[config.mk]
export PLATFORM = sky130hd
export DESIGN_NAME = sdvd_prod
export DESIGN_NICKNAME = d
export VERILOG_FILES = /design/src/rtl/sdvd_pkg.sv /design/src/rtl/sdvd_prod.sv
export SDC_FILE = /design/constraint.sdc
export NUM_CORES = 2
export LEC_CHECK = 0
export BUFFER_PORTS_ARGS = -buffer_cell sky130_fd_sc_hd__buf_4
export CAP_MARGIN = 20
export CORE_ASPECT_RATIO = 0.75
export CORE_MARGIN = 1.5
export CORE_UTILIZATION = 50
export CTS_CLUSTER_SIZE = 8
export DETAILED_ROUTE_END_ITERATION = 8
export HOLD_SLACK_MARGIN = 0.15
export PLACE_DENSITY = 0.73
export SETUP_SLACK_MARGIN = 0.15
export SYNTH_ARGS = -nofsm -noshare
export SYNTH_HDL_FRONTEND = slang
export SYNTH_SLANG_ARGS = --single-unit
[constraint.sdc]
create_clock -name clk -period 14.2 [get_ports clk]
set_clock_uncertainty 0.15 [all_clocks]
set_input_delay 1.42 -clock clk [delete_from_list [all_inputs] [get_ports clk]]
set_output_delay 1.42 -clock clk [all_outputs]
set_load 0.005 [all_outputs]
[src/rtl/sdvd_pkg.sv]
// ----------------------------------------------------------------------------
// sdvd_pkg
// Shared types and widths of the sphere dent vertex deformer.
// ----------------------------------------------------------------------------
package sdvd_pkg;

  // Coordinate width: signed fixed point, fraction bits do not enter the maths.
  localparam int CW = 16;
  // Magnitude width of an inside offset and of the distance root.
  localparam int LW = CW - 1;
  // Width of a squared distance of an inside vertex.
  localparam int TW = 2 * LW;
  // Width of the rounded division numerator.
  localparam int NW = TW + 1;
  // Quotient width: an applied offset never exceeds the radius.
  localparam int QW = CW;
  // Cells of the root and division chains.
  localparam int SQRT_CELLS = LW;
  localparam int DIV_CELLS  = QW;

  localparam int ADDR_W = 4;
  localparam int DATA_W = 32;

  typedef enum logic [1:0] {
    REG_CENTER_X = 2'd0,
    REG_CENTER_Y = 2'd1,
    REG_CENTER_Z = 2'd2,
    REG_RADIUS   = 2'd3
  } reg_idx_t;

  typedef struct packed {
    logic [CW-1:0] src_x;
    logic [CW-1:0] src_y;
    logic [CW-1:0] src_z;
    logic [CW-1:0] ref_x;
    logic [CW-1:0] ref_y;
    logic [CW-1:0] ref_z;
    logic          last_vertex;
  } in_t;

  typedef struct packed {
    logic [CW-1:0] out_x;
    logic [CW-1:0] out_y;
    logic [CW-1:0] out_z;
    logic          was_inside;
    logic          last_result;
  } out_t;

  typedef struct packed {
    logic [2:0][CW-1:0] cen;
    logic [LW-1:0]      rad;
    logic [TW-1:0]      rsq;
  } cfg_t;

  // Per-vertex context that travels down the whole chain.
  typedef struct packed {
    logic [2:0][CW-1:0] src;
    logic [2:0][CW-1:0] lim;
    logic [2:0]         neg;
    logic [2:0][LW-1:0] mag;
    logic               in_sphere;
    logic               last;
  } ctx_t;

  typedef struct packed {
    ctx_t          ctx;
    logic [LW:0]   rem;
    logic [LW-1:0] root;
    logic [TW-1:0] rad;
  } sq_t;

  typedef struct packed {
    ctx_t               ctx;
    logic [LW-1:0]      len;
    logic [2:0][LW-1:0] rem;
    logic [2:0][QW-1:0] feed;
    logic [2:0][QW-1:0] quo;
  } dv_t;

endpackage

[src/rtl/sdvd_prod.sv]
// ----------------------------------------------------------------------------
// sdvd_prod
// Scales each offset by the radius and adds half the length for rounding.
// ----------------------------------------------------------------------------
module sdvd_prod import sdvd_pkg::*; (
  input  logic clk,
  input  logic rst_n,
  input  cfg_t cfg,
  input  logic in_valid,
  output logic in_ready,
  input  sq_t  in_data,
  output logic out_valid,
  input  logic out_ready,
  output dv_t  out_data
);

  logic valid_r;
  dv_t  data_r, data_nxt;

  assign in_ready  = !valid_r || out_ready;
  assign out_valid = valid_r;
  assign out_data  = data_r;

  always_comb begin
    logic [NW-1:0] num;
    data_nxt.ctx = in_data.ctx;
    data_nxt.len = in_data.root;
    data_nxt.quo = '0;
    for (int i = 0; i < 3; i++) begin
      num = NW'(in_data.ctx.mag[i] * cfg.rad) + NW'(in_data.root >> 1);
      data_nxt.rem[i]  = num[NW-1:QW];
      data_nxt.feed[i] = num[QW-1:0];
    end
  end

  always_ff @(posedge clk) begin
    if (!rst_n) begin
      valid_r <= 1'b0;
    end else if (in_ready) begin
      valid_r <= in_valid;
    end
  end

  always_ff @(posedge clk) begin
    if (in_ready && in_valid) data_r <= data_nxt;
  end

endmodule

==> results.json <==
{
  "ant_nets": 0,
  "crit_end": "out_data[107]",
  "synth-edff-count": 254,
  "initial_core_util_pct": 50.5,
  "antennaDiodeCount": 0,
  "period_minus_slack_ps": 7360,
  "slowest_stage": "fa_1",
  "crit_fanout": 45,
  "io_pins": 608,
  "path_class": "input pin to register",
  "dr.pass1.iters": 5,
  "numClockSinks": 255,
  "grt_usage_pct": 26.5,
  "rows": 81,
  "rrSetupSlack_ps": 11500,
  "path_clk_slew_ps": 50,
  "slowest_delay_ps": 550,
  "crit_cells": 18,
  "finalHoldViolCount": 0,
  "area_growth_pct": 14.5,
  "grt_pass1_vias": 24600,
  "syn_inst": 3245,
  "ctsHoldBuffers": 0,
  "grt_max_degree": 84,
  "critPathCaptureType": "register",
  "rsz0062_at_grt": "false",
  "die_w_um": 299,
  "clk_latency_ps": 570,
  "synth-simple-area-share_pct": 13.6,
  "worstPathRequired_ps": 14390,
  "fin_crit_sh_pct": 51.9,
  "r2r_cells": 3,
  "max_freq_mhz": 136,
  "drt-total-wl_mm": 85.8,
  "dpl.hpwl_mm": 65.1,
  "tns_ps": 0,
  "routed_via_density": 5.22,
  "hold_path_class": "register to register",
  "drc": 0,
  "root_buffer": "clkbuf_16",
  "max-cap-violations": 0,
  "drt_iter0_markers": 1373,
  "r2r-end": "out_data[81]",
  "synth_xor_area_share_pct": 1.91,
  "grt_antenna_before_repair": 1,
  "grt_pass1_wl_mm": 137,
  "worstMarginPinSlew_ps": 995,
  "finalSetupViolations": 0,
  "finalMaxSlewViolations": 0,
  "cpMostUsedCell": "fa_1",
  "mappedNetlistArea_um2": 32900,
  "clock_path_buffers": 3,
  "coreArea_um2": 65200,
  "place.gp.congestion": 0.889,
  "grt_overflow": 0,
  "postSynthAreaPerCell_um2": 10.1,
  "cts_resized": 0,
  "worst_ep_arrival_time_ps": 7550,
  "cts_setup_buffers": 0,
  "yosys.area.top_type": "fa_1",
  "synthTopCellsByCount": "inv_1, fa_1, nand2_1",
  "cts_tree": "done",
  "rr_startpoint": "out_valid",
  "nets": 4758,
  "post-synth-top-count-cell": "inv_1",
  "portBuffers": 435,
  "vias": 23300,
  "cts_max_level": 2,
  "synth_seq_cells": 255,
  "worst_setup_path_start_kind": "input pin",
  "die_h_um": 225,
  "cts_made_buffers": 39,
  "critPathLaunch": "cfg[30]",
  "layout-drive-gt1-share_pct": 14.2,
  "crit_chain": "buf_4 > nand2_1 > fa_1 > fa_1 > inv_1 > fa_1 > fa_1 > fa_1 > inv_1 > fa_1 > inv_1 > ha_1 > a21oi_1 > o21ai_1 > a2111oi_0 > o221ai_1 > a311oi_1 > xnor2_1",
  "relSlewSlack_pct": 33.7,
  "synth_top_family_by_area": "adder cells",
  "synth_ff_type": "edfxtp_1",
  "critical_path_buf_inv_count": 4,
  "status": "completed",
  "seq_area_frac_synth_pct": 23.2,
  "synth_area_leaders": "fa_1, edfxtp_1, ha_1",
  "synth-compound-area-share_pct": 5.40,
  "post_drt_wl_per_cell_um": 19.2,
  "dieArea_um2": 67400,
  "yosys_warnings": 0,
  "synth_cell_types": 73,
  "synthArstFlopShare_pct": 0,
  "synth.top_cell.area_share_pct": 33.0,
  "synthAdderAreaFrac_pct": 45.2,
  "synth.area.mux_share_pct": 0.0608,
  "crit_family": "adder cells"
}
[stage by stage]
stage | std cells | utilization (%) | cell area, um2 | hold WS (ps) | setup slack (ps)
floorplan | 3292 | - | 33100 | 387 | 6050
global placement | 4420 | 56.2 | 36600 | 540 | 6350
detailed placement | 4420 | 56.2 | 36600 | 547 | 6340
CTS | 4474 | 57.9 | 37700 | 554 | 6930
global route | 4474 | 57.9 | 37700 | 606 | 6580
finish | 4474 | 57.9 | 37700 | 530 | 6840
[kinds of logic after synthesis]
kind of cell / count (synthesis)
AND/OR/NAND/NOR: 906
buffers and inverters: 879
adder cells (fa/ha/maj): 864
AO/OA/AOI/OAI: 266
flip-flops: 255
XOR/XNOR: 72
multiplexers: 2
other: 1
[routing by layer]
| metal | GRT usage, % | routed length (um) | share of wire, % | up-vias |
|---|---|---|---|---|
| li1 | - | - | - | 10600 |
| met1 | 38.2 | 38700 | 45 | 11700 |
| met2 | 39.5 | 36800 | 43 | 916 |
| met3 | 8.16 | 9080 | 11 | 82 |
| met4 | 5.25 | 1230 | 1.4 | 0 |
| met5 | 0 | 0 | 0 | - |
[flip-flops by register name (all words and copies together) (netlist names)]
name       flops
out_data     254
out_valid      1
[worst min-delay path, stage by stage (launching register included)]
cell,delay (ps)
dfxtp_1,310
nand2b_1,210
a21boi_0,120
[cell type report]
class                           count  area, um2
Clock inverter                      8       96.3
Clock buffer                       46       1000
Tap cell                          871       1090
Inverter                          698       2620
Multi-Input combinational cell   2158      22000
Fill cell                        5682      27400
Sequential cell                   255       7650
Timing Repair Buffer              438       3290
[cell usage in the layout, fill, tap and decap left out, types with 8 or more instances in the layout]
cell / instances
o21ai_0: 40
o21a_1: 11
edfxtp_1: 254
inv_1: 698
and3_1: 10
a211oi_1: 11
and2_1: 323
nor3_1: 10
clkbuf_16: 39
xnor2_1: 38
fa_1: 543
xor2_1: 34
a21o_1: 26
conb_1: 48
a21oi_1: 92
nor2b_1: 12
nand2_1: 435
buf_4: 438
nand3_1: 22
nor2_1: 43
nand2b_1: 8
ha_1: 321
nand4_1: 13
[worst min-delay path by stage]
stage,start,endpoint,slack [ps],cells past startpoint
3_5_place_dp,out_valid,out_valid,550,2
4_1_cts,out_valid,out_valid,550,2
3_3_place_gp,out_valid,out_valid,540,2
2_1_floorplan,out_valid,out_valid,390,2
5_1_grt,out_valid,out_valid,610,2
6_report,out_valid,out_valid,530,2
Power is not shown: default switching activity piles up to over one toggle a cycle in this logic, so the estimate is an artifact.
