$ cat src/rtl/sdvd_pkg.sv
// ----------------------------------------------------------------------------
// sdvd_pkg
// Shared types and widths of the sphere dent vertex deformer.
// ----------------------------------------------------------------------------
package sdvd_pkg;

  // Coordinate width: signed fixed point, fraction bits do not enter the maths.
  localparam int CW = 16;
  // Magnitude width of an inside offset and of the distance root.
  localparam int LW = CW - 1;
  // Width of a squared distance of an inside vertex.
  localparam int TW = 2 * LW;
  // Width of the rounded division numerator.
  localparam int NW = TW + 1;
  // Quotient width: an applied offset never exceeds the radius.
  localparam int QW = CW;
  // Cells of the root and division chains.
  localparam int SQRT_CELLS = LW;
  localparam int DIV_CELLS  = QW;

  localparam int ADDR_W = 4;
  localparam int DATA_W = 32;

  typedef enum logic [1:0] {
    REG_CENTER_X = 2'd0,
    REG_CENTER_Y = 2'd1,
    REG_CENTER_Z = 2'd2,
    REG_RADIUS   = 2'd3
  } reg_idx_t;

  typedef struct packed {
    logic [CW-1:0] src_x;
    logic [CW-1:0] src_y;
    logic [CW-1:0] src_z;
    logic [CW-1:0] ref_x;
    logic [CW-1:0] ref_y;
    logic [CW-1:0] ref_z;
    logic          last_vertex;
  } in_t;

  typedef struct packed {
    logic [CW-1:0] out_x;
    logic [CW-1:0] out_y;
    logic [CW-1:0] out_z;
    logic          was_inside;
    logic          last_result;
  } out_t;

  typedef struct packed {
    logic [2:0][CW-1:0] cen;
    logic [LW-1:0]      rad;
    logic [TW-1:0]      rsq;
  } cfg_t;

  // Per-vertex context that travels down the whole chain.
  typedef struct packed {
    logic [2:0][CW-1:0] src;
    logic [2:0][CW-1:0] lim;
    logic [2:0]         neg;
    logic [2:0][LW-1:0] mag;
    logic               in_sphere;
    logic               last;
  } ctx_t;

  typedef struct packed {
    ctx_t          ctx;
    logic [LW:0]   rem;
    logic [LW-1:0] root;
    logic [TW-1:0] rad;
  } sq_t;

  typedef struct packed {
    ctx_t               ctx;
    logic [LW-1:0]      len;
    logic [2:0][LW-1:0] rem;
    logic [2:0][QW-1:0] feed;
    logic [2:0][QW-1:0] quo;
  } dv_t;

endpackage

$ cat src/rtl/sdvd_front.sv
// ----------------------------------------------------------------------------
// sdvd_front
// Offsets from the centre, squares and the inside test, three stages.
// ----------------------------------------------------------------------------
module sdvd_front import sdvd_pkg::*; (
  input  logic clk,
  input  logic rst_n,
  input  cfg_t cfg,
  input  logic in_valid,
  output logic in_ready,
  input  in_t  in_data,
  output logic out_valid,
  input  logic out_ready,
  output sq_t  out_data
);

  logic [2:0]         v_r;
  logic [2:0]         rdy;
  ctx_t               c1_r, c1_nxt;
  ctx_t               c2_r;
  logic [2:0][TW-1:0] sq_r, sq_nxt;
  sq_t                o_r, o_nxt;

  assign rdy[2]    = !v_r[2] || out_ready;
  assign rdy[1]    = !v_r[1] || rdy[2];
  assign rdy[0]    = !v_r[0] || rdy[1];
  assign in_ready  = rdy[0];
  assign out_valid = v_r[2];
  assign out_data  = o_r;

  always_comb begin
    logic signed [CW:0] d;
    logic [CW:0]        a;
    logic [2:0][CW-1:0] s;
    c1_nxt.src  = {in_data.src_z, in_data.src_y, in_data.src_x};
    c1_nxt.lim  = {in_data.ref_z, in_data.ref_y, in_data.ref_x};
    c1_nxt.last = in_data.last_vertex;
    c1_nxt.in_sphere = 1'b1;
    s = c1_nxt.src;
    for (int i = 0; i < 3; i++) begin
      d = $signed({s[i][CW-1], s[i]}) - $signed({cfg.cen[i][CW-1], cfg.cen[i]});
      c1_nxt.neg[i] = d[CW];
      a = d[CW] ? (CW+1)'(-d) : d;
      c1_nxt.mag[i] = a[LW-1:0];
      if (a > {2'b00, cfg.rad}) begin
        c1_nxt.in_sphere = 1'b0;
      end
    end
  end

  always_comb begin
    for (int i = 0; i < 3; i++) begin
      sq_nxt[i] = TW'(c1_r.mag[i] * c1_r.mag[i]);
    end
  end

  always_comb begin
    logic [TW+1:0] sum;
    sum = {2'b00, sq_r[0]} + {2'b00, sq_r[1]} + {2'b00, sq_r[2]};
    o_nxt.ctx           = c2_r;
    o_nxt.ctx.in_sphere = c2_r.in_sphere && (sum <= {2'b00, cfg.rsq});
    o_nxt.rad           = o_nxt.ctx.in_sphere ? sum[TW-1:0] : '0;
    o_nxt.rem           = '0;
    o_nxt.root          = '0;
  end

  always_ff @(posedge clk) begin
    if (!rst_n) begin
      v_r <= '0;
    end else begin
      if (rdy[0]) v_r[0] <= in_valid;
      if (rdy[1]) v_r[1] <= v_r[0];
      if (rdy[2]) v_r[2] <= v_r[1];
    end
  end

  always_ff @(posedge clk) begin
    if (rdy[0] && in_valid) c1_r <= c1_nxt;
    if (rdy[1] && v_r[0]) begin
      c2_r <= c1_r;
      sq_r <= sq_nxt;
    end
    if (rdy[2] && v_r[1]) o_r <= o_nxt;
  end

endmodule

$ cat config.mk
export PLATFORM = sky130hd
export DESIGN_NAME = sdvd_front
export DESIGN_NICKNAME = d
export VERILOG_FILES = /design/src/rtl/sdvd_pkg.sv /design/src/rtl/sdvd_front.sv
export SDC_FILE = /design/constraint.sdc
export NUM_CORES = 2
export LEC_CHECK = 0
export BUFFER_PORTS_ARGS = -buffer_cell sky130_fd_sc_hd__buf_2
export CORE_AREA = 2 2 258 260
export CTS_CLUSTER_DIAMETER = 120
export CTS_CLUSTER_SIZE = 28
export DETAILED_ROUTE_END_ITERATION = 16
export DIE_AREA = 0 0 260 262
export GPL_TIMING_DRIVEN = 0
export PLACE_DENSITY = 0.87
export SLEW_MARGIN = 20
export SYNTH_ARGS = -nofsm -noshare
export SYNTH_HDL_FRONTEND = slang
export SYNTH_SLANG_ARGS = --single-unit
$ cat constraint.sdc
create_clock -name clk -period 52.8 [get_ports clk]
set_input_delay 10.56 -clock clk [delete_from_list [all_inputs] [get_ports clk]]
set_output_delay 10.56 -clock clk [all_outputs]
set_load 0.005 [all_outputs]
==> results.cfg <==
[worst_setup_path]
setup.worst_path.start = out_ready
crit_family = simple AND/OR/NAND/NOR gates
r2r.worst_path.cells = 23
path_common_cell = buf_2
max_stage_delay_ns = 0.60
path_cells = buf_2 -> nor2b_1 -> nand3_1 -> buf_2
rrSetupSlack_ns = 45.25
slowest_stage = nor2b_1
start_kind = input pin
r2r_end = sq_r[28]
cp.arrival_ns = 11.61
worstSetupPathType = input pin to output pin
crit_buf_inv = 2
critPathRequiredTime_ns = 42.24
r2r_start = c1_r[5]
path_max_fanout = 6
endpoint_kind = output pin

[die]
start_util = 0.6540
die_width_um = 260
rows = 94
dieArea_sq_um = 68120
core-area_sq_um = 65280
fp.dieH_um = 262
io_pins = 403

[detailed_routing]
viasPerCell = 5.627
drtPass1Iterations = 5
dr.first_iter.drc_count = 1984
drc = 0
ant_nets = 0
wirelength_um = 95400
wl_per_cell_um = 19.04
vias = 28190

[clock_network]
path_clk_slew_ns = 0.12
cts-root-buf = clkbuf_16
postCtsSetupBuffers = 0
clkSinkCount = 555
ctsResizeCount = 0
cts_hold_buf = 0
cts_htree_levels = 1
cts_inserted_buffers = 24
cts_max_path_buffers = 3
tritoncts = done
clock_latency_ns = 0.63

[timing]
fin_crit_ns = 22.17
worst_pin_slew_ns = 0.8508
fin_crit_sh = 0.4199
fin_tns_setup_ns = 0
maxSlewViolCount = 0
max_freq_ghz = 0.04510
setup_violations = 0
final-hold-violation-count = 0
fin_ws_ns = 30.63
clock_skew_ns = 0.02949
slew-limit-headroom = 0.4276
grt_setup_unrepaired = no

[synthesis]
syn_inst = 3674
synth_seq_area_share = 0.3897
synth_area_leaders = edfxtp_1 39%, fa_1 21%, ha_1 13%, inv_1 6.6%, xnor2_1 2.9%
synth_cell_type_count = 88
avgSynthCellArea_sq_um = 11.62
netlist_area_sq_um = 42690
ys.flop_type = edfxtp_1
async_flop_share = 0
synth_common_cells = 755 x inv_1, 552 x edfxtp_1, 440 x fa_1
synth_enable_flop_cells = 552
ys_ff_latch = 555
synth.top_cell.area_share = 0.3883
yosys.cell_count.top_type = inv_1
synth_largest_area_cell = edfxtp_1
yosys_warnings = 0

[run]
maxCapViolations = 0

[grt]
grt_pass1_wl_um = 150400
grt_usage = 0.2838
grt_max_degree = 31
antenna_found_initial = 11
overflow = 0
grt_pass1_vias = 29510

[status]
status = complete, no violations

[final_layout]
nets = 5196
areaGrowthSynthToFinish_pct = 10.50
fill_cells = 4437
drive_gt1_frac = 0.1232
multi_input_area_sq_um = 22930
register_area_sq_um = 16640

[worst_hold_path]
holdPathStages = 0
min_from = c2_r[46]
hp-class = flop to flop
hold_end = out_data[107]

[placement]
dp_hpwl_um = 77840
dp_slack_ns = 30.63
place.gp.congestion = 0.9536
io_buffer_count = 371
-- worst max-delay path by stage --
stage | cells after the start | end | slack, ns
after global routing | 4 | in_ready | 30.56
final | 4 | in_ready | 30.63
after CTS | 4 | in_ready | 30.63
after floorplan | 2 | c2_r[0] | 24.42
after global placement | 3 | c2_r[63] | 15.75
after detailed placement | 4 | in_ready | 30.63
-- final cells by class --
cell class                      count  share of cell area
Tap cell                          864             0.02292
Clock inverter                      3           0.0007693
Buffer                             83            0.009231
Clock buffer                       31             0.01374
Sequential cell                   555              0.3527
Antenna cell                        8           0.0004244
Inverter                          756             0.06016
Timing Repair Buffer              398             0.05390
Multi-Input combinational cell   2312              0.4862
-- registers in the layout (all words and copies together), names as in the netlist --
signal	flops
v_r	3
sq_r	84
c2_r	146
out_data	176
c1_r	146
-- cells by family (layout without fill, tap and decap cells) --
logic type                 count (synthesis)  after routing  synth area share
and+or+nand+nor                          744            744           0.08679
buffers and inverters                    839           1271           0.07668
muxes                                     10             10          0.002638
adders and majority gates                872            872            0.3330
xor gates and xnor gates                 196            196           0.04021
DFF                                      555            555            0.3897
AOI/OAI and AO/OA                        456            456           0.07082
other                                      2             42         0.0001759
-- stage by stage --
step,util,hold slack (ns),std cells,area [sq um]
after floorplan,-,0.4003,3706,42810
after global placement,0.7008,0.4003,4941,45750
after detailed placement,0.7118,0.4045,4968,46460
after global routing,0.7224,0.4158,5005,47160
after CTS,0.7223,0.4110,5002,47150
final,0.7226,0.4091,5010,47170
-- worst reg2reg max path, cell delays in order, from the launching register on --
cell	delay, ns
edfxtp_1	0.65
clkbuf_1	0.49
inv_1	0.26
nor2_1	0.28
fa_1	0.46
inv_1	0.08
fa_1	0.40
inv_1	0.09
fa_1	0.48
fa_1	0.46
fa_1	0.52
inv_1	0.05
fa_1	0.48
inv_1	0.04
ha_1	0.21
a2111o_1	0.43
a2111oi_0	0.35
o21ai_0	0.25
a41oi_1	0.37
a21oi_1	0.17
a221oi_1	0.40
o21bai_1	0.13
a21oi_1	0.20
xnor2_1	0.08
-- routing by layer --
layer / global-route usage / share of wire
met3: 0.05951 / 0.082
met2: 0.4865 / 0.50
met4: 0.1092 / 0.039
met5: 0 / 0.00056
met1: 0.3560 / 0.38
-- cell usage in the layout (no fill, tap or decap), types with 34 or more instances in the layout --
master	synthesis	layout
xnor2_1	142	142
nor2b_1	36	35
inv_1	755	755
edfxtp_1	552	552
xor2_1	54	54
conb_1	2	34
and2_1	147	147
fa_1	440	440
a21oi_1	125	125
a21o_1	74	74
nor2_1	141	141
nand2_1	246	246
clkbuf_1	50	56
buf_2	0	371
ha_1	432	432
o21ai_0	70	70
Power is left out: the tool's default activity adds up to more than one toggle a clock period on the data nets, which glitch-free logic cannot reach.
