**src/rtl/sdvd_pkg.sv**
```systemverilog
// ----------------------------------------------------------------------------
// sdvd_pkg
// Shared types and widths of the sphere dent vertex deformer.
// ----------------------------------------------------------------------------
package sdvd_pkg;

  // Coordinate width: signed fixed point, fraction bits do not enter the maths.
  localparam int CW = 16;
  // Magnitude width of an inside offset and of the distance root.
  localparam int LW = CW - 1;
  // Width of a squared distance of an inside vertex.
  localparam int TW = 2 * LW;
  // Width of the rounded division numerator.
  localparam int NW = TW + 1;
  // Quotient width: an applied offset never exceeds the radius.
  localparam int QW = CW;
  // Cells of the root and division chains.
  localparam int SQRT_CELLS = LW;
  localparam int DIV_CELLS  = QW;

  localparam int ADDR_W = 4;
  localparam int DATA_W = 32;

  typedef enum logic [1:0] {
    REG_CENTER_X = 2'd0,
    REG_CENTER_Y = 2'd1,
    REG_CENTER_Z = 2'd2,
    REG_RADIUS   = 2'd3
  } reg_idx_t;

  typedef struct packed {
    logic [CW-1:0] src_x;
    logic [CW-1:0] src_y;
    logic [CW-1:0] src_z;
    logic [CW-1:0] ref_x;
    logic [CW-1:0] ref_y;
    logic [CW-1:0] ref_z;
    logic          last_vertex;
  } in_t;

  typedef struct packed {
    logic [CW-1:0] out_x;
    logic [CW-1:0] out_y;
    logic [CW-1:0] out_z;
    logic          was_inside;
    logic          last_result;
  } out_t;

  typedef struct packed {
    logic [2:0][CW-1:0] cen;
    logic [LW-1:0]      rad;
    logic [TW-1:0]      rsq;
  } cfg_t;

  // Per-vertex context that travels down the whole chain.
  typedef struct packed {
    logic [2:0][CW-1:0] src;
    logic [2:0][CW-1:0] lim;
    logic [2:0]         neg;
    logic [2:0][LW-1:0] mag;
    logic               in_sphere;
    logic               last;
  } ctx_t;

  typedef struct packed {
    ctx_t          ctx;
    logic [LW:0]   rem;
    logic [LW-1:0] root;
    logic [TW-1:0] rad;
  } sq_t;

  typedef struct packed {
    ctx_t               ctx;
    logic [LW-1:0]      len;
    logic [2:0][LW-1:0] rem;
    logic [2:0][QW-1:0] feed;
    logic [2:0][QW-1:0] quo;
  } dv_t;

endpackage

```
**src/rtl/sdvd_div_cell.sv**
```systemverilog
// ----------------------------------------------------------------------------
// sdvd_div_cell
// One restoring quotient bit for all three axes per cell.
// ----------------------------------------------------------------------------
module sdvd_div_cell import sdvd_pkg::*; (
  input  logic clk,
  input  logic rst_n,
  input  logic in_valid,
  output logic in_ready,
  input  dv_t  in_data,
  output logic out_valid,
  input  logic out_ready,
  output dv_t  out_data
);

  logic valid_r;
  dv_t  data_r, data_nxt;

  assign in_ready  = !valid_r || out_ready;
  assign out_valid = valid_r;
  assign out_data  = data_r;

  always_comb begin
    logic [LW:0] cur;
    logic        ge;
    data_nxt = in_data;
    for (int i = 0; i < 3; i++) begin
      cur = {in_data.rem[i], in_data.feed[i][QW-1]};
      ge  = cur >= {1'b0, in_data.len};
      data_nxt.rem[i]  = ge ? LW'(cur - {1'b0, in_data.len}) : cur[LW-1:0];
      data_nxt.quo[i]  = {in_data.quo[i][QW-2:0], ge};
      data_nxt.feed[i] = {in_data.feed[i][QW-2:0], 1'b0};
    end
  end

  always_ff @(posedge clk) begin
    if (!rst_n) begin
      valid_r <= 1'b0;
    end else if (in_ready) begin
      valid_r <= in_valid;
    end
  end

  always_ff @(posedge clk) begin
    if (in_ready && in_valid) data_r <= data_nxt;
  end

endmodule

```
**config.mk**
```make
export PLATFORM = sky130hd
export DESIGN_NAME = sdvd_div_cell
export DESIGN_NICKNAME = d
export VERILOG_FILES = /design/src/rtl/sdvd_pkg.sv /design/src/rtl/sdvd_div_cell.sv
export SDC_FILE = /design/constraint.sdc
export NUM_CORES = 1
export LEC_CHECK = 0
export BUFFER_PORTS_ARGS = -buffer_cell sky130_fd_sc_hd__clkbuf_2
export CORE_AREA = 4 4 232 234
export CTS_BUF_LIST = sky130_fd_sc_hd__clkbuf_2 sky130_fd_sc_hd__clkbuf_4 sky130_fd_sc_hd__clkbuf_8
export CTS_CLUSTER_DIAMETER = 120
export DETAILED_ROUTE_END_ITERATION = 12
export DIE_AREA = 0 0 236 238
export SYNTH_ARGS = -nofsm -noshare
export SYNTH_HDL_FRONTEND = slang
export SYNTH_SLANG_ARGS = --single-unit
```
**constraint.sdc**
```tcl
create_clock -name clk -period 9.4 [get_ports clk]
set_clock_uncertainty 0.2 [all_clocks]
set_input_delay 0.94 -clock clk [delete_from_list [all_inputs] [get_ports clk]]
set_output_delay 0.94 -clock clk [all_outputs]
set_load 0.005 [all_outputs]
```
==> results.json, run 1 <==
{
  "outcome": "completed",
  "power.leakage_uw": 0.00728,
  "yosysUniqueCellTypes": 66,
  "cts-root-buf": "clkbuf_8",
  "synth_most_common_cell": "edfxtp_1",
  "gp_congestion": 0.874,
  "fmax_mhz": 276,
  "die_area_um2": 56200,
  "ctsHtreeMaxLevel": 2,
  "met1_usage": 0.172,
  "io_buffers": 603,
  "synthTopCellsByArea": "edfxtp_1 75%, ha_1 4.7%, a21oi_1 1.6%",
  "yosys.area.top_type": "edfxtp_1",
  "final_core_util": 0.326,
  "use_met2": 0.293,
  "cts_made_buffers": 55,
  "async_flop_share": 0,
  "drive_gt1_frac": 0.511,
  "overflow": 0,
  "crit_start": "in_data[150]",
  "final_antenna_net_count": 0,
  "finalCritPeriodShare": 0.385,
  "clk_path_buf_depth": 3,
  "critPathRequiredTime_ns": 9.55,
  "ys.flop_type": "edfxtp_1",
  "die_y_um": 238,
  "clock_sinks": 300,
  "nFillCells": 5236,
  "cts_resized": 0,
  "hold_slack_ns": 0.288,
  "drc": 0,
  "dr.pass1.iters": 6,
  "ir_worst_vdd_mv": 0.0860,
  "synth_edf_count": 299,
  "placed_cell_area_um2": 15900,
  "hold_viol": 0,
  "hold_path_class": "in2reg",
  "synth_top_area_frac": 0.746,
  "synthCells": 728,
  "r2r-start": "out_valid",
  "area.growth.synth_to_final_pct": 41.0,
  "cp-start-kind": "input pin",
  "grt_pass1_wl_um": 66900,
  "core_area_um2": 52000,
  "floorplan.initialDensity": 0.231,
  "critical_path_arrival_ns": 3.77,
  "routedWlPerCell_um": 23.6,
  "cap_violations": 0,
  "synth_warnings": 0,
  "antenna_found_initial": 17,
  "busiest_layer": "met2",
  "netlist_top_cells_count": "299 x edfxtp_1, 45 x ha_1, 38 x a21oi_1, 38 x o21ai_0, 34 x nor2_1",
  "grtUsageTotal": 0.165,
  "grtUsageMet3": 0.0751,
  "fin_nets": 1733,
  "worstReg2RegEnd": "out_data[118]",
  "first_global_vias": 9155,
  "die_w_um": 236,
  "endpoint": "out_data[136]",
  "synth_seq_cells": 300,
  "finalSetupViolCount": 0,
  "fin_crit_ns": 3.62,
  "pin_count": 610,
  "tightest_slew_ns": 1.11,
  "ys_seq_area_frac": 0.747,
  "p_per_area_nw_per_um2": 198,
  "vias_per_cell": 4.34,
  "cts_hold_buf": 0,
  "avgSynthCellArea_um2": 16.5,
  "fin_tns_setup_ns": 0,
  "cp_max_fo": 15,
  "cts_tree": "built",
  "cp-end-kind": "register",
  "dp_hpwl_um": 40200,
  "grt_max_degree": 173,
  "num_vias": 9164,
  "clk_latency_ns": 0.61,
  "rsz0062_at_grt": "false",
  "clk_pin_slew_ns": 0.07,
  "reg2reg_depth": 3,
  "path_class": "in2reg",
  "post_cts_buffers": 0,
  "initialDrtViolationCount": 388,
  "stdcell_area_um2": 17000,
  "slew_headroom": 0.259,
  "r2r_slack_ns": 6.68,
  "synth_area_um2": 12000,
  "drv_slew": 0,
  "wirelength_um": 49700,
  "fp-row-count": 84
}
## per-stage QoR
| step | cells | power, uW | setup slack (ns) |
|---|---|---|---|
| 2_1_floorplan | 730 | 1880 | 0.621 |
| 3_3_place_gp | 2010 | 2110 | 5.22 |
| 3_5_place_dp | 2010 | 2120 | 5.13 |
| 4_1_cts | 2107 | 3420 | 5.85 |
| 5_1_grt | 2107 | 3530 | 5.57 |
| 6_report | 2111 | 3360 | 5.78 |
## cells in the final DEF, fill, tap and decap left out, drive strengths merged, types with 6 or more instances in the layout
cell / instances
mux2: 20
nor2b: 6
xor2: 10
o21ai: 39
clkinv: 24
mux2i: 7
a21oi: 38
nor2: 35
nor3: 15
o21a: 11
a21o: 8
clkbuf: 666
xnor2: 14
nand2: 32
inv: 33
nand2b: 11
nand4: 9
ha: 45
edfxtp: 299
o31ai: 7
a211oi: 8
## layout make-up
type,instances,area (um2),share of cell area
Sequential cell,300,9000,0.530
Clock inverter,34,270,0.0159
Antenna cell,4,10.0,0.000589
Multi-Input combinational cell,384,2840,0.167
Clock buffer,63,830,0.0488
Timing Repair Buffer,606,3050,0.180
Tap cell,688,861,0.0507
Inverter,32,123,0.00722
## layer usage
metal / wire [um] / up-vias
met2: 25100 / 417
met3: 5010 / 104
met4: 2080 / 24
met5: 151 / -
met1: 17400 / 4471
li1: - / 4148
## worst min path at each step
stage | startpoint | endpoint | slack [ns] | depth (start not counted)
floorplan | out_valid | out_valid | 0.34 | 2
global placement | out_valid | out_valid | 0.33 | 2
detailed placement | out_valid | out_valid | 0.35 | 2
CTS | in_data[232] | out_data[232] | 0.21 | 1
global route | in_data[58] | out_data[59] | 0.22 | 1
finish | in_data[237] | out_data[237] | 0.29 | 1
## logic make-up after synthesis
logic type,share of synthesized area
compound gates,0.0853
xor+xnor,0.0175
fa+ha+maj,0.0517
buf+inv,0.0183
flops,0.747
mux,0.0258
other cells,0.000311
simple gates,0.0538
## sequential cells by signal, summed over array words and instances (netlist names)
signal and cells:
out_data 299, out_valid 1
## critical path, stage by stage
cell and delay, ns:
clkbuf_2 0.09, inv_1 0.25, ha_1 0.36, a21oi_1 0.28, o21ai_0 0.22, o21bai_1 0.24
o31ai_2 0.81, buf_4 0.34, inv_1 0.09, nor2_1 0.09, a31oi_1 0.05
## where the power goes
part           switching (uW)  internal [uW]  leakage, uW
clock network             576            698     0.000559
registers                26.6           1590      0.00290
logic                     264            199      0.00382
Power figures use the tool's default switching activity.
==> run 2: changes to the inputs <==
CORE_AREA = 4 4 237 239   (was 4 4 232 234)
DIE_AREA = 0 0 241 243   (was 0 0 236 238)
clock period = 3.1 ns   (was 9.4 ns; I/O delays follow)
==> results.json, run 2 (synthesis results as in run 1) <==
{
  "fmax_mhz": 333,
  "worst_path_max_delay_cell": "or4_4",
  "worstReg2RegEnd": "out_data[21]",
  "fin_total_pwr_uw": 11000,
  "fp-row-count": 85,
  "fin_cells": 2453,
  "routedWlPerCell_um": 22.6,
  "ctsHtreeMaxLevel": 2,
  "worstPathCellList": "dlygate4sd3_1 > clkbuf_2 > clkinvlp_4 > ha_1 > nand3_1 > or4_4 > a41oi_4 > nor2_4 > inv_4 > mux2_2",
  "die_area_um2": 58600,
  "pin_count": 610,
  "clk_path_buf_depth": 3,
  "cp-end-kind": "register",
  "use_met2": 0.304,
  "clock_sinks": 300,
  "fin_tns_setup_ns": 0,
  "reg2reg_depth": 3,
  "busiest_layer": "met2",
  "rsz0062_at_grt": "false",
  "slowest_delay_ns": 0.56,
  "overflow": 0,
  "antenna_found_initial": 9,
  "wirelength_um": 55400,
  "final_antenna_net_count": 0,
  "p_per_area_nw_per_um2": 537,
  "floorplan.initialDensity": 0.224,
  "finalCritPeriodShare": 0.969,
  "hp-start": "in_data[110]",
  "path_class": "in2reg",
  "drc": 0,
  "fin_nets": 2064,
  "layout_common_cells": "603 x clkbuf_2, 299 x dlygate4sd3_1, 299 x edfxtp_1",
  "clk_pin_slew_ns": 0.06,
  "area.growth.synth_to_final_pct": 69.8,
  "grt_max_degree": 64,
  "cts-root-buf": "clkbuf_8",
  "cp-start-kind": "input pin",
  "nFillCells": 5097,
  "r2r_slack_ns": 1.08,
  "dp_hpwl_um": 41600,
  "grtUsageTotal": 0.178,
  "core_area_um2": 53800,
  "whs_path_depth": 3,
  "final_common_cell": "clkbuf_2",
  "io_buffers": 603,
  "clk_latency_ns": 0.61,
  "grt_pass1_wl_um": 76800,
  "met1_usage": 0.202,
  "hold_slack_ns": 0.0556,
  "first_global_vias": 11029,
  "num_vias": 10494,
  "critPathRequiredTime_ns": 3.25,
  "dp.cells": 2047,
  "cts_tree": "built",
  "min_to": "out_data[110]",
  "power.leakage_uw": 0.00876,
  "ir_worst_vdd_mv": 0.281,
  "hold_viol": 0,
  "stdcell_area_um2": 20400,
  "gp_congestion": 0.901,
  "die_y_um": 243,
  "critical_path_arrival_ns": 3.15,
  "initialDrtViolationCount": 484,
  "drv_slew": 0,
  "fin_crit_ns": 3.00,
  "outcome": "completed",
  "cap_violations": 0,
  "tightest_slew_ns": 0.635,
  "vias_per_cell": 4.28,
  "hold_path_class": "in2reg",
  "finalSetupViolCount": 0,
  "cts_made_buffers": 54,
  "slew_headroom": 0.577,
  "dr.pass1.iters": 5,
  "largest_reg_flops": 299,
  "placed_cell_area_um2": 16100,
  "r2r-start": "out_valid",
  "die_w_um": 241,
  "cp_max_fo": 13,
  "grtUsageMet3": 0.0510,
  "drive_gt1_frac": 0.439
}
==> run 2: cell types whose count changed in the layout (fill, tap and decap cells not counted), sizes merged <==
cell | before | now
inv | 33 | 30
buf | 3 | 36
bufinv | 4 | 9
clkinvlp | 5 | 4
diode | 4 | 6
clkinv | 24 | 30
dlygate4sd3 | 0 | 299
clkbuf | 666 | 659
==> run 2: critical path, delay by kind of cell <==
| kind | cells | cell delay [ns] |
|---|---|---|
| adder cells (fa/ha/maj) | 1 | 0.33 |
| multiplexers | 1 | 0.36 |
| AND/OR/NAND/NOR | 3 | 0.72 |
| buffers and inverters | 4 | 1.16 |
| AO/OA/AOI/OAI | 1 | 0.26 |
==> run 2: timing repair <==
item	4_1_cts	5_1_grt
gates resized for setup	0	12
endpoints found under the setup margin	0	2
endpoints found under the hold margin	297	0
hold buffers	300	0
setup buffers	0	4
==> run 2: routing by layer <==
| metal | share of wire | routed length, um |
|---|---|---|
| met5 | 0.00029 | 16 |
| met4 | 0.056 | 3090 |
| met3 | 0.077 | 4270 |
| met2 | 0.49 | 27200 |
| met1 | 0.38 | 20800 |
==> run 2: worst max-delay path by stage <==
stage                    endpoint    startpoint  slack [ns]  cells past startpoint
detailed placement  out_data[114]  in_data[148]       0.006                      9
CTS                 out_data[110]  in_data[141]        0.06                     11
finish              out_data[118]  in_data[148]         0.1                     10
floorplan             out_data[0]     out_ready       -0.06                      2
global placement    out_data[114]  in_data[148]        0.06                      9
global route        out_data[118]  in_data[148]        0.02                     10
==> run 2: layout make-up <==
type                            instances  area (um2)  area share
Multi-Input combinational cell        384        2890       0.141
Clock inverter                         41         440      0.0215
Inverter                               32         130     0.00636
Timing Repair Buffer                  938        6340       0.310
Sequential cell                       300        9000       0.440
Antenna cell                            6        15.0    0.000734
Clock buffer                           56         758      0.0371
Tap cell                              696         871      0.0426
==> run 2: where the power goes <==
part / switching, uW / internal, uW / leakage (uW)
sequential: 95.2 / 4820 / 0.00290
combinational: 942 / 908 / 0.00525
clock: 1790 / 2420 / 0.000613
total: 2830 / 8150 / 0.00876
==> run 2: stage by stage <==
step                utilization  setup slack (ns)
global placement          0.300            0.0596
CTS                       0.378            0.0592
floorplan                     -           -0.0569
detailed placement        0.300           0.00632
global route              0.380            0.0242
finish                    0.380            0.0965
