**src/rtl/sdvd_pkg.sv**
```systemverilog
// ----------------------------------------------------------------------------
// sdvd_pkg
// Shared types and widths of the sphere dent vertex deformer.
// ----------------------------------------------------------------------------
package sdvd_pkg;

  // Coordinate width: signed fixed point, fraction bits do not enter the maths.
  localparam int CW = 16;
  // Magnitude width of an inside offset and of the distance root.
  localparam int LW = CW - 1;
  // Width of a squared distance of an inside vertex.
  localparam int TW = 2 * LW;
  // Width of the rounded division numerator.
  localparam int NW = TW + 1;
  // Quotient width: an applied offset never exceeds the radius.
  localparam int QW = CW;
  // Cells of the root and division chains.
  localparam int SQRT_CELLS = LW;
  localparam int DIV_CELLS  = QW;

  localparam int ADDR_W = 4;
  localparam int DATA_W = 32;

  typedef enum logic [1:0] {
    REG_CENTER_X = 2'd0,
    REG_CENTER_Y = 2'd1,
    REG_CENTER_Z = 2'd2,
    REG_RADIUS   = 2'd3
  } reg_idx_t;

  typedef struct packed {
    logic [CW-1:0] src_x;
    logic [CW-1:0] src_y;
    logic [CW-1:0] src_z;
    logic [CW-1:0] ref_x;
    logic [CW-1:0] ref_y;
    logic [CW-1:0] ref_z;
    logic          last_vertex;
  } in_t;

  typedef struct packed {
    logic [CW-1:0] out_x;
    logic [CW-1:0] out_y;
    logic [CW-1:0] out_z;
    logic          was_inside;
    logic          last_result;
  } out_t;

  typedef struct packed {
    logic [2:0][CW-1:0] cen;
    logic [LW-1:0]      rad;
    logic [TW-1:0]      rsq;
  } cfg_t;

  // Per-vertex context that travels down the whole chain.
  typedef struct packed {
    logic [2:0][CW-1:0] src;
    logic [2:0][CW-1:0] lim;
    logic [2:0]         neg;
    logic [2:0][LW-1:0] mag;
    logic               in_sphere;
    logic               last;
  } ctx_t;

  typedef struct packed {
    ctx_t          ctx;
    logic [LW:0]   rem;
    logic [LW-1:0] root;
    logic [TW-1:0] rad;
  } sq_t;

  typedef struct packed {
    ctx_t               ctx;
    logic [LW-1:0]      len;
    logic [2:0][LW-1:0] rem;
    logic [2:0][QW-1:0] feed;
    logic [2:0][QW-1:0] quo;
  } dv_t;

endpackage

```
**src/rtl/sdvd_back.sv**
```systemverilog
// ----------------------------------------------------------------------------
// sdvd_back
// Offsets, saturates and clamps inside vertices by the reference, passes others, holds the result.
// ----------------------------------------------------------------------------
module sdvd_back import sdvd_pkg::*; (
  input  logic clk,
  input  logic rst_n,
  input  cfg_t cfg,
  input  logic in_valid,
  output logic in_ready,
  input  dv_t  in_data,
  output logic out_valid,
  input  logic out_ready,
  output out_t out_data
);

  logic valid_r;
  out_t data_r, data_nxt;

  assign in_ready  = !valid_r || out_ready;
  assign out_valid = valid_r;
  assign out_data  = data_r;

  always_comb begin
    logic signed [CW+1:0] v;
    logic signed [CW+1:0] cx;
    logic signed [CW+1:0] off;
    logic [CW-1:0]        pv;
    logic [2:0][CW-1:0]   p;
    for (int i = 0; i < 3; i++) begin
      cx  = $signed({{2{cfg.cen[i][CW-1]}}, cfg.cen[i]});
      off = $signed({2'b00, in_data.quo[i]});
      if (in_data.len == '0) begin
        v = cx;
      end else if (in_data.ctx.neg[i]) begin
        v = cx - off;
      end else begin
        v = cx + off;
      end
      // Saturate when the top three bits disagree.
      if (v[CW+1:CW-1] == 3'b000 || v[CW+1:CW-1] == 3'b111) begin
        pv = v[CW-1:0];
      end else begin
        pv = {v[CW+1], {(CW-1){!v[CW+1]}}};
      end
      if (!in_data.ctx.in_sphere) begin
        p[i] = in_data.ctx.src[i];
      end else if ($signed(in_data.ctx.lim[i]) < $signed(pv)) begin
        p[i] = in_data.ctx.lim[i];
      end else begin
        p[i] = pv;
      end
    end
    data_nxt.out_x       = p[0];
    data_nxt.out_y       = p[1];
    data_nxt.out_z       = p[2];
    data_nxt.was_inside  = in_data.ctx.in_sphere;
    data_nxt.last_result = in_data.ctx.last;
  end

  always_ff @(posedge clk) begin
    if (!rst_n) begin
      valid_r <= 1'b0;
    end else if (in_ready) begin
      valid_r <= in_valid;
    end
  end

  always_ff @(posedge clk) begin
    if (in_ready && in_valid) data_r <= data_nxt;
  end

endmodule

```
**config.mk**
```make
export PLATFORM = sky130hd
export DESIGN_NAME = sdvd_back
export DESIGN_NICKNAME = d
export VERILOG_FILES = /design/src/rtl/sdvd_pkg.sv /design/src/rtl/sdvd_back.sv
export SDC_FILE = /design/constraint.sdc
export NUM_CORES = 1
export LEC_CHECK = 0
export ABC_CLOCK_PERIOD_IN_PS = 6200
export BUFFER_PORTS_ARGS = -buffer_cell sky130_fd_sc_hd__buf_2
export CORE_AREA = 2 2 177 179
export DETAILED_ROUTE_END_ITERATION = 7
export DIE_AREA = 0 0 179 181
export GPL_ROUTABILITY_DRIVEN = 0
export PLACE_DENSITY = 0.61
export SLEW_MARGIN = 40
export SYNTH_ARGS = -nofsm -noshare
export SYNTH_HDL_FRONTEND = slang
export SYNTH_SLANG_ARGS = --single-unit
export TNS_END_PERCENT = 50
```
**constraint.sdc**
```tcl
create_clock -name clk -period 6.2 [get_ports clk]
set_input_delay 0.31 -clock clk [delete_from_list [all_inputs] [get_ports clk]]
set_output_delay 0.31 -clock clk [all_outputs]
set_load 0.03 [all_outputs]
```
==> impl_results.md, run 1 <==
- Int Pwr: 1.70 mW
- Critical path's slowest cell: or4_4
- I/O Pins: 451
- Vias per inst: 5.16
- Logic pwr share: 72.8%
- Gr usage total: 17.3%
- First-pass GRT wire length: 45.2 mm
- Sequential fraction of the synthesis area: 18.2%
- DR vias: 9327
- Share of layout cells above drive strength 1: 38.2%
- Maximum VDD drop: 98.7 uV
- Final Max Slew Viols: 0
- # DRC: 0
- Sequential power share: 16.1%
- Fmax: 0.166 GHz
- Post-DP HPWL: 25.0 mm
- Worst-Skew Late Latency: 300 ps
- Clock share of power: 11.0%
- Power Total: 2.99 mW
- Yosys warning total: 0
- Pwr/cell area: 256 nW/um^2
- Cells after synthesis: 1025
- Fillers: 3168
- Status: complete, no violations
- Initial Util: 27.5%
- Mapped Area: 8350 um^2
- Post-synth EDFFs: 50
- Num CTS Buffers: 5
- Period utilization: 97.2%
- RSZ-0062 raised after global routing: true
- Clock Skew: 4.79 ps
- Syn_nets: 1526
- Site Rows: 64
- Post-route ant nets: 0
- Slew headroom: 53.6%
- CTS clk-pin slew, worst paths: 70 ps
- Root Driver: clkbuf_16
- Hold Vio Cnt, Final: 0
- Buffers on Ports: 267
- CP Capture Type: flip-flop
- Worst endpoint data arrival time: 6070 ps
- Die area: 32400 um^2
- GR Overflow Total: 0
- Worst EP required: 6250 ps
- Synthesis-stage register bit count: 51
- Number of DRC markers in iteration 0: 532
- Die Span X: 179 um
- Worst-path maximum fanout: 10
- Fin crit period: 6020 ps
- Worst Max-Slew Pin Slew: 696 ps
- Pre-antenna DRT Iters: 5
- Synth-to-Final Area Change: 39.6%
- Max-cap violations: 0
- Most common cell after layout, fill and taps aside: buf_2
- Count of cell types in the netlist: 85
- Leakage: 5.26 nW
- Pin count of the biggest net entering global routing: 64
- Sw Ratio: 43.2%
- Clock Tree Buf Depth: 2
- Setup Viol. Count Final: 0
- Commonest non-fill, non-tap cells in the layout: buf_2 (268), buf_4 (162), ha_1 (97)
- Post-synth ARST share: 0%
- Initial antenna violation count: 1
- Layout Nets: 1912
- Net Sw Power: 1.29 mW
- Clk sink count: 51
- Max stage delay on crit path: 560 ps
- Top_reg_cell synth: edfxtp_1
- TritonCTS clock tree: done
- Die Height: 181 um
- Hold Buf Count CTS: 0
- H-tree depth: 2
- CP Class: in2reg
- Number of global-route vias before repair: 9071
- Hold slack: 189 ps
- Routed WL: 29.6 mm
- Core box area: 30300 um^2
- Hold crit path type: in2reg
- Mean post-synth cell area: 8.14 um^2
- DR WL/cell: 16.4 um
- Critical path launch point type: input port
[Yosys cell counts, types with 13 or more instances]
cell type | number | area share, %
a211oi_1 | 13 | 1.2
a21o_1 | 35 | 3.1
a21oi_1 | 83 | 5.0
a221oi_1 | 17 | 1.8
a31oi_1 | 16 | 1.2
buf_2 | 14 | 0.84
clkbuf_1 | 40 | 1.8
edfxtp_1 | 50 | 18
ha_1 | 99 | 15
inv_1 | 32 | 1.4
nand2_1 | 84 | 3.8
nand4_1 | 13 | 0.97
nor2_1 | 81 | 3.6
nor2b_1 | 13 | 0.97
nor3_1 | 37 | 2.2
o21a_1 | 21 | 1.9
o21ai_0 | 42 | 2.5
o21ai_1 | 22 | 1.3
o31ai_1 | 14 | 1.3
xnor2_1 | 71 | 7.4
[stage by stage]
step	setup TNS (ps)	setup slack, ps	util (%)	instances	cell area (um^2)
2_1_floorplan	0	19.7	-	1025	8350
3_3_place_gp	-4780	-234	36.8	1790	11200
3_5_place_dp	-8900	-362	36.8	1790	11200
4_1_cts	0	39.0	37.4	1799	11400
5_1_grt	-582	-92.6	38.4	1808	11600
6_report	0	175	38.4	1809	11700
[sequential cells by signal (all words and copies together) (netlist names)]
name / flops
out_data: 50
out_valid: 1
[critical path: cells and delay by family]
family,cells,cell delay [ps]
adders and majority gates,2,510
AOI/OAI and AO/OA,13,2540
xor gates and xnor gates,2,350
buffers and inverters,2,250
and+or+nand+nor,7,2070
[cells by family (layout without fill, tap and decap cells)]
family          after synthesis  after routing  synth area share [%]
mux                          21             21                  2.70
xor+xnor                     81             81                  8.59
compound gates              370            370                  31.8
flops                        51             51                  18.2
fa+ha+maj                   102            102                  15.6
other cells                   0              1                     0
simple gates                312            312                  18.7
buf+inv                      88            475                  4.35
[final timing paths]
kind | from | end | slack [ps] | cells after the start
max | in_data[5] | out_data[37]$_DFFE_PP_ | 180 | 26
min | in_data[156] | out_data[0]$_DFFE_PP_ | 190 | 1
max reg2reg | out_valid$_SDFFE_PN0N_ | out_data[16]$_DFFE_PP_ | 4710 | 3
min reg2reg | out_valid$_SDFFE_PN0N_ | out_valid$_SDFFE_PN0N_ | 530 | 2
[power groups by stage]
stage | clock network [mW] | registers [mW] | logic [mW]
global route | 0.353 | 0.487 | 2.40
detailed placement | 0 | 0.490 | 2.06
finish | 0.330 | 0.481 | 2.17
global placement | 0 | 0.487 | 2.04
floorplan | 0 | 0.607 | 1.16
CTS | 0.342 | 0.482 | 2.08
[layout make-up]
type | count | area, um^2 | area share [%]
timing repair buffer | 435 | 2640 | 22.7
sequential | 51 | 1520 | 13.1
clock buffer | 5 | 125 | 1.07
multi-input combinational | 886 | 6700 | 57.5
clock inverter | 3 | 46.3 | 0.397
antenna | 1 | 2.50 | 0.0215
inverter | 32 | 120 | 1.03
tap | 396 | 495 | 4.25
[layer usage]
layer  wire length, um  up-vias  global-route usage, %
li1                  -     4687                      -
met1             13300     4314                   22.7
met2             14100      284                   30.1
met3              1520       40                   1.60
met4               682        2                   4.68
met5                12        -                      0
[what timing repair did]
action,4_1_cts,5_1_grt
cloned,0,1
buffers inserted,1,8
pin swaps,1,20
setup endpoints to repair,3,48
resized for setup,4,41
(Power assumes the default switching activity.)
==> inputs of run 2 (changes only) <==
--- a/config.mk
+++ b/config.mk
@@ -5,13 +5,14 @@
 export SDC_FILE = /design/constraint.sdc
 export NUM_CORES = 1
 export LEC_CHECK = 0
+export ABC_AREA = 1
 export ABC_CLOCK_PERIOD_IN_PS = 6200
 export BUFFER_PORTS_ARGS = -buffer_cell sky130_fd_sc_hd__buf_2
-export CORE_AREA = 2 2 177 179
+export CORE_AREA = 2 2 175 177
 export DETAILED_ROUTE_END_ITERATION = 7
-export DIE_AREA = 0 0 179 181
+export DIE_AREA = 0 0 177 179
 export GPL_ROUTABILITY_DRIVEN = 0
-export PLACE_DENSITY = 0.61
+export PLACE_DENSITY = 0.65
 export SLEW_MARGIN = 40
 export SYNTH_ARGS = -nofsm -noshare
 export SYNTH_HDL_FRONTEND = slang
==> run 2 against run 1 <==
Against the previous run: combinational power down 27%; non-clock buffer count down 164; clock skew about the same; register-to-register slack better by 70 ps; worst setup slack better by 560 ps; critical endpoint is now out_data[49]$_DFFE_PP_; flip-flop and latch count unchanged; maximum frequency up 10%; routed wire length down 3.8%; first-iteration DRC count up 2.6%.
==> impl_results.md, run 2 <==
- Status: complete, no violations
- I/O Pins: 451
- Initial antenna violation count: 5
- Synthesis-stage register bit count: 51
- Core box area: 30000 um^2
- Root Driver: clkbuf_16
- Synth area leaders: nand2_1 (20%), edfxtp_1 (17%), ha_1 (14%)
- Max reg flops: 50
- Worst Max-Slew Pin Slew: 744 ps
- Number of DRC markers in iteration 0: 546
- Final Cell Area: 10900 um^2
- R2R setup slack: 4780 ps
- DR vias: 10088
- Fmax: 0.183 GHz
- Critical path buffer and inverter count: 5
- Post-CTS Setup Repair Bufs: 0
- Mapped Area: 9070 um^2
- Synth-to-Final Area Change: 20.4%
- Crit path max-delay family: simple AND/OR/NAND/NOR gates
- Slew headroom: 49.9%
- Gr usage total: 17.1%
- CP Class: in2reg
- Setup Total Neg Slack: 0 ps
- GR Overflow Total: 0
- Hold Buf Count CTS: 0
- H-tree depth: 2
- Worst-path maximum fanout: 16
- R2r startpoint: out_valid$_SDFFE_PN0N_
- Sequential fraction of the synthesis area: 16.8%
- Non-filler instance count after layout: 2130
- Worst-Skew Late Latency: 290 ps
- Fin crit period: 5460 ps
- Critical path launch point type: input port
- Hold Vio Cnt, Final: 0
- Hold depth: 1
- CTS clk-pin slew, worst paths: 60 ps
- Clock Skew: 4.37 ps
- Number of global-route vias before repair: 8829
- Clk sink count: 51
- First-pass GRT wire length: 43.8 mm
- Worst R2R End: out_data[49]$_DFFE_PP_
- Clock Tree Buf Depth: 2
- Routed WL: 28.5 mm
- Share of layout cells above drive strength 1: 18.5%
- Max-cap violations: 0
- Worst endpoint data arrival time: 5500 ps
- Footprint of the multi-input gates: 6460 um^2
- Num CTS Buffers: 5
- Cts repair resizes: 0
- Commonest non-fill, non-tap cells in the layout: nand2_1 (472), buf_2 (266), inv_1 (226)
- Period utilization: 88.1%
- Count of cell types in the netlist: 48
- # DRC: 0
- Final core utilization: 36.4%
- Most used cell, CP: nand2_1
- Final Max Slew Viols: 0
- Initial Util: 30.2%
- Vias per inst: 4.74
- Placed inst area: 10700 um^2
- Post-synth ARST share: 0%
- Leakage: 6.17 nW
- Die Height: 179 um
- Max stage delay on crit path: 390 ps
- Leading area contributor after synthesis: nand2_1
- CP Capture Type: flip-flop
- Pin count of the biggest net entering global routing: 51
- Hold crit path type: in2reg
- Count leader, synth: nand2_1
- Synth top area share: 19.5%
- Pre-CTS setup slack: 461 ps
- Post-DP HPWL: 24.5 mm
- Pwr/cell area: 220 nW/um^2
- FF+latch area: 1520 um^2
- Worst EP required: 6240 ps
- Worst Reg2Reg Path Length in Cells: 2
- Buffers on Ports: 267
- Yosys warning total: 0
- Post-route ant nets: 0
- Layout Nets: 2228
- Hold endpoint: out_data[0]$_DFFE_PP_
- Site Rows: 64
- Die area: 31700 um^2
- Critical path's slowest cell: ha_1
- Mean post-synth cell area: 6.09 um^2
- Synth cell count leaders: nand2_1 (472), inv_1 (226), nand3_1 (181)
- Syn_nets: 1990
- Setup Viol. Count Final: 0
- Maximum VDD drop: 95.0 uV
- Top_reg_cell synth: edfxtp_1
- Fillers: 3370
- Hold Path Origin: in_data[156]
- DR WL/cell: 13.4 um
- Most common cell after layout, fill and taps aside: nand2_1
- Placed insts: 2116
- Cells after synthesis: 1489
- RSZ-0062 raised after global routing: false
- Post-synth EDFFs: 50
- Pre-antenna DRT Iters: 5
- TritonCTS clock tree: done
- Die Span X: 177 um
- Final setup margin: 737 ps
run 2: cell count changes after synthesis, moves of 31 or more:
| cell | previous run | this run |
|---|---|---|
| nand2_1 | 84 | 472 |
| inv_1 | 32 | 226 |
| nand3_1 | 12 | 181 |
| xnor2_1 | 71 | 22 |
| a21o_1 | 35 | 0 |
| nor3_1 | 37 | 6 |
run 2: power breakdown:
group	internal, mW	leakage [nW]	switching (mW)
Sequential	0.449	0.496	0.0106
Combinational	0.545	5.58	1.05
Clock	0.231	0.0901	0.116
run 2: worst max-delay path by stage:
stage	to	slack, ps	depth (start not counted)	startpoint
2_1_floorplan	out_data[39]$_DFFE_PP_	1160	36	in_data[203]
3_3_place_gp	out_data[38]$_DFFE_PP_	580	32	in_data[203]
3_5_place_dp	out_data[35]$_DFFE_PP_	460	33	in_data[203]
4_1_cts	out_data[35]$_DFFE_PP_	770	33	in_data[203]
5_1_grt	out_data[47]$_DFFE_PP_	80	32	in_data[203]
6_report	out_data[49]$_DFFE_PP_	740	33	in_data[203]
run 2: worst reg2reg max path, stage by stage (launching register included):
cell and delay (ps):
dfxtp_1 350, a21oi_4 150, buf_4 510
run 2: cell type report:
type                            instances  area share (%)
Timing Repair Buffer                  271            12.5
Clock buffer                            5            1.15
Inverter                              229            7.88
Sequential cell                        51            13.9
Clock inverter                          3           0.619
Tap cell                              396            4.54
Multi-Input combinational cell       1169            59.2
Antenna cell                            6           0.138
run 2: kinds of logic (layout without fill, tap and decap cells):
| group | Yosys count | after routing | synth area share [%] |
|---|---|---|---|
| compound gates | 191 | 191 | 11.6 |
| xor+xnor | 61 | 61 | 5.89 |
| fa+ha+maj | 102 | 102 | 14.3 |
| buf+inv | 269 | 508 | 12.1 |
| flops | 51 | 51 | 16.8 |
| mux | 10 | 10 | 1.10 |
| other cells | 0 | 6 | 0 |
| simple gates | 805 | 805 | 38.2 |
run 2: routing by layer:
metal | GRT usage, % | vias to the layer above | wire [um]
met2 | 25.5 | 295 | 12000
met4 | 5.92 | 0 | 648
met1 | 26.0 | 4440 | 14300
met5 | 0 | - | 0
li1 | - | 5321 | -
met3 | 0.763 | 32 | 1580
run 2: per-stage QoR:
step / hold WS (ps) / power, mW
4_1_cts: 199 / 2.40
3_5_place_dp: 501 / 2.05
6_report: 210 / 2.40
3_3_place_gp: 496 / 2.02
2_1_floorplan: 409 / 1.64
5_1_grt: 206 / 2.64
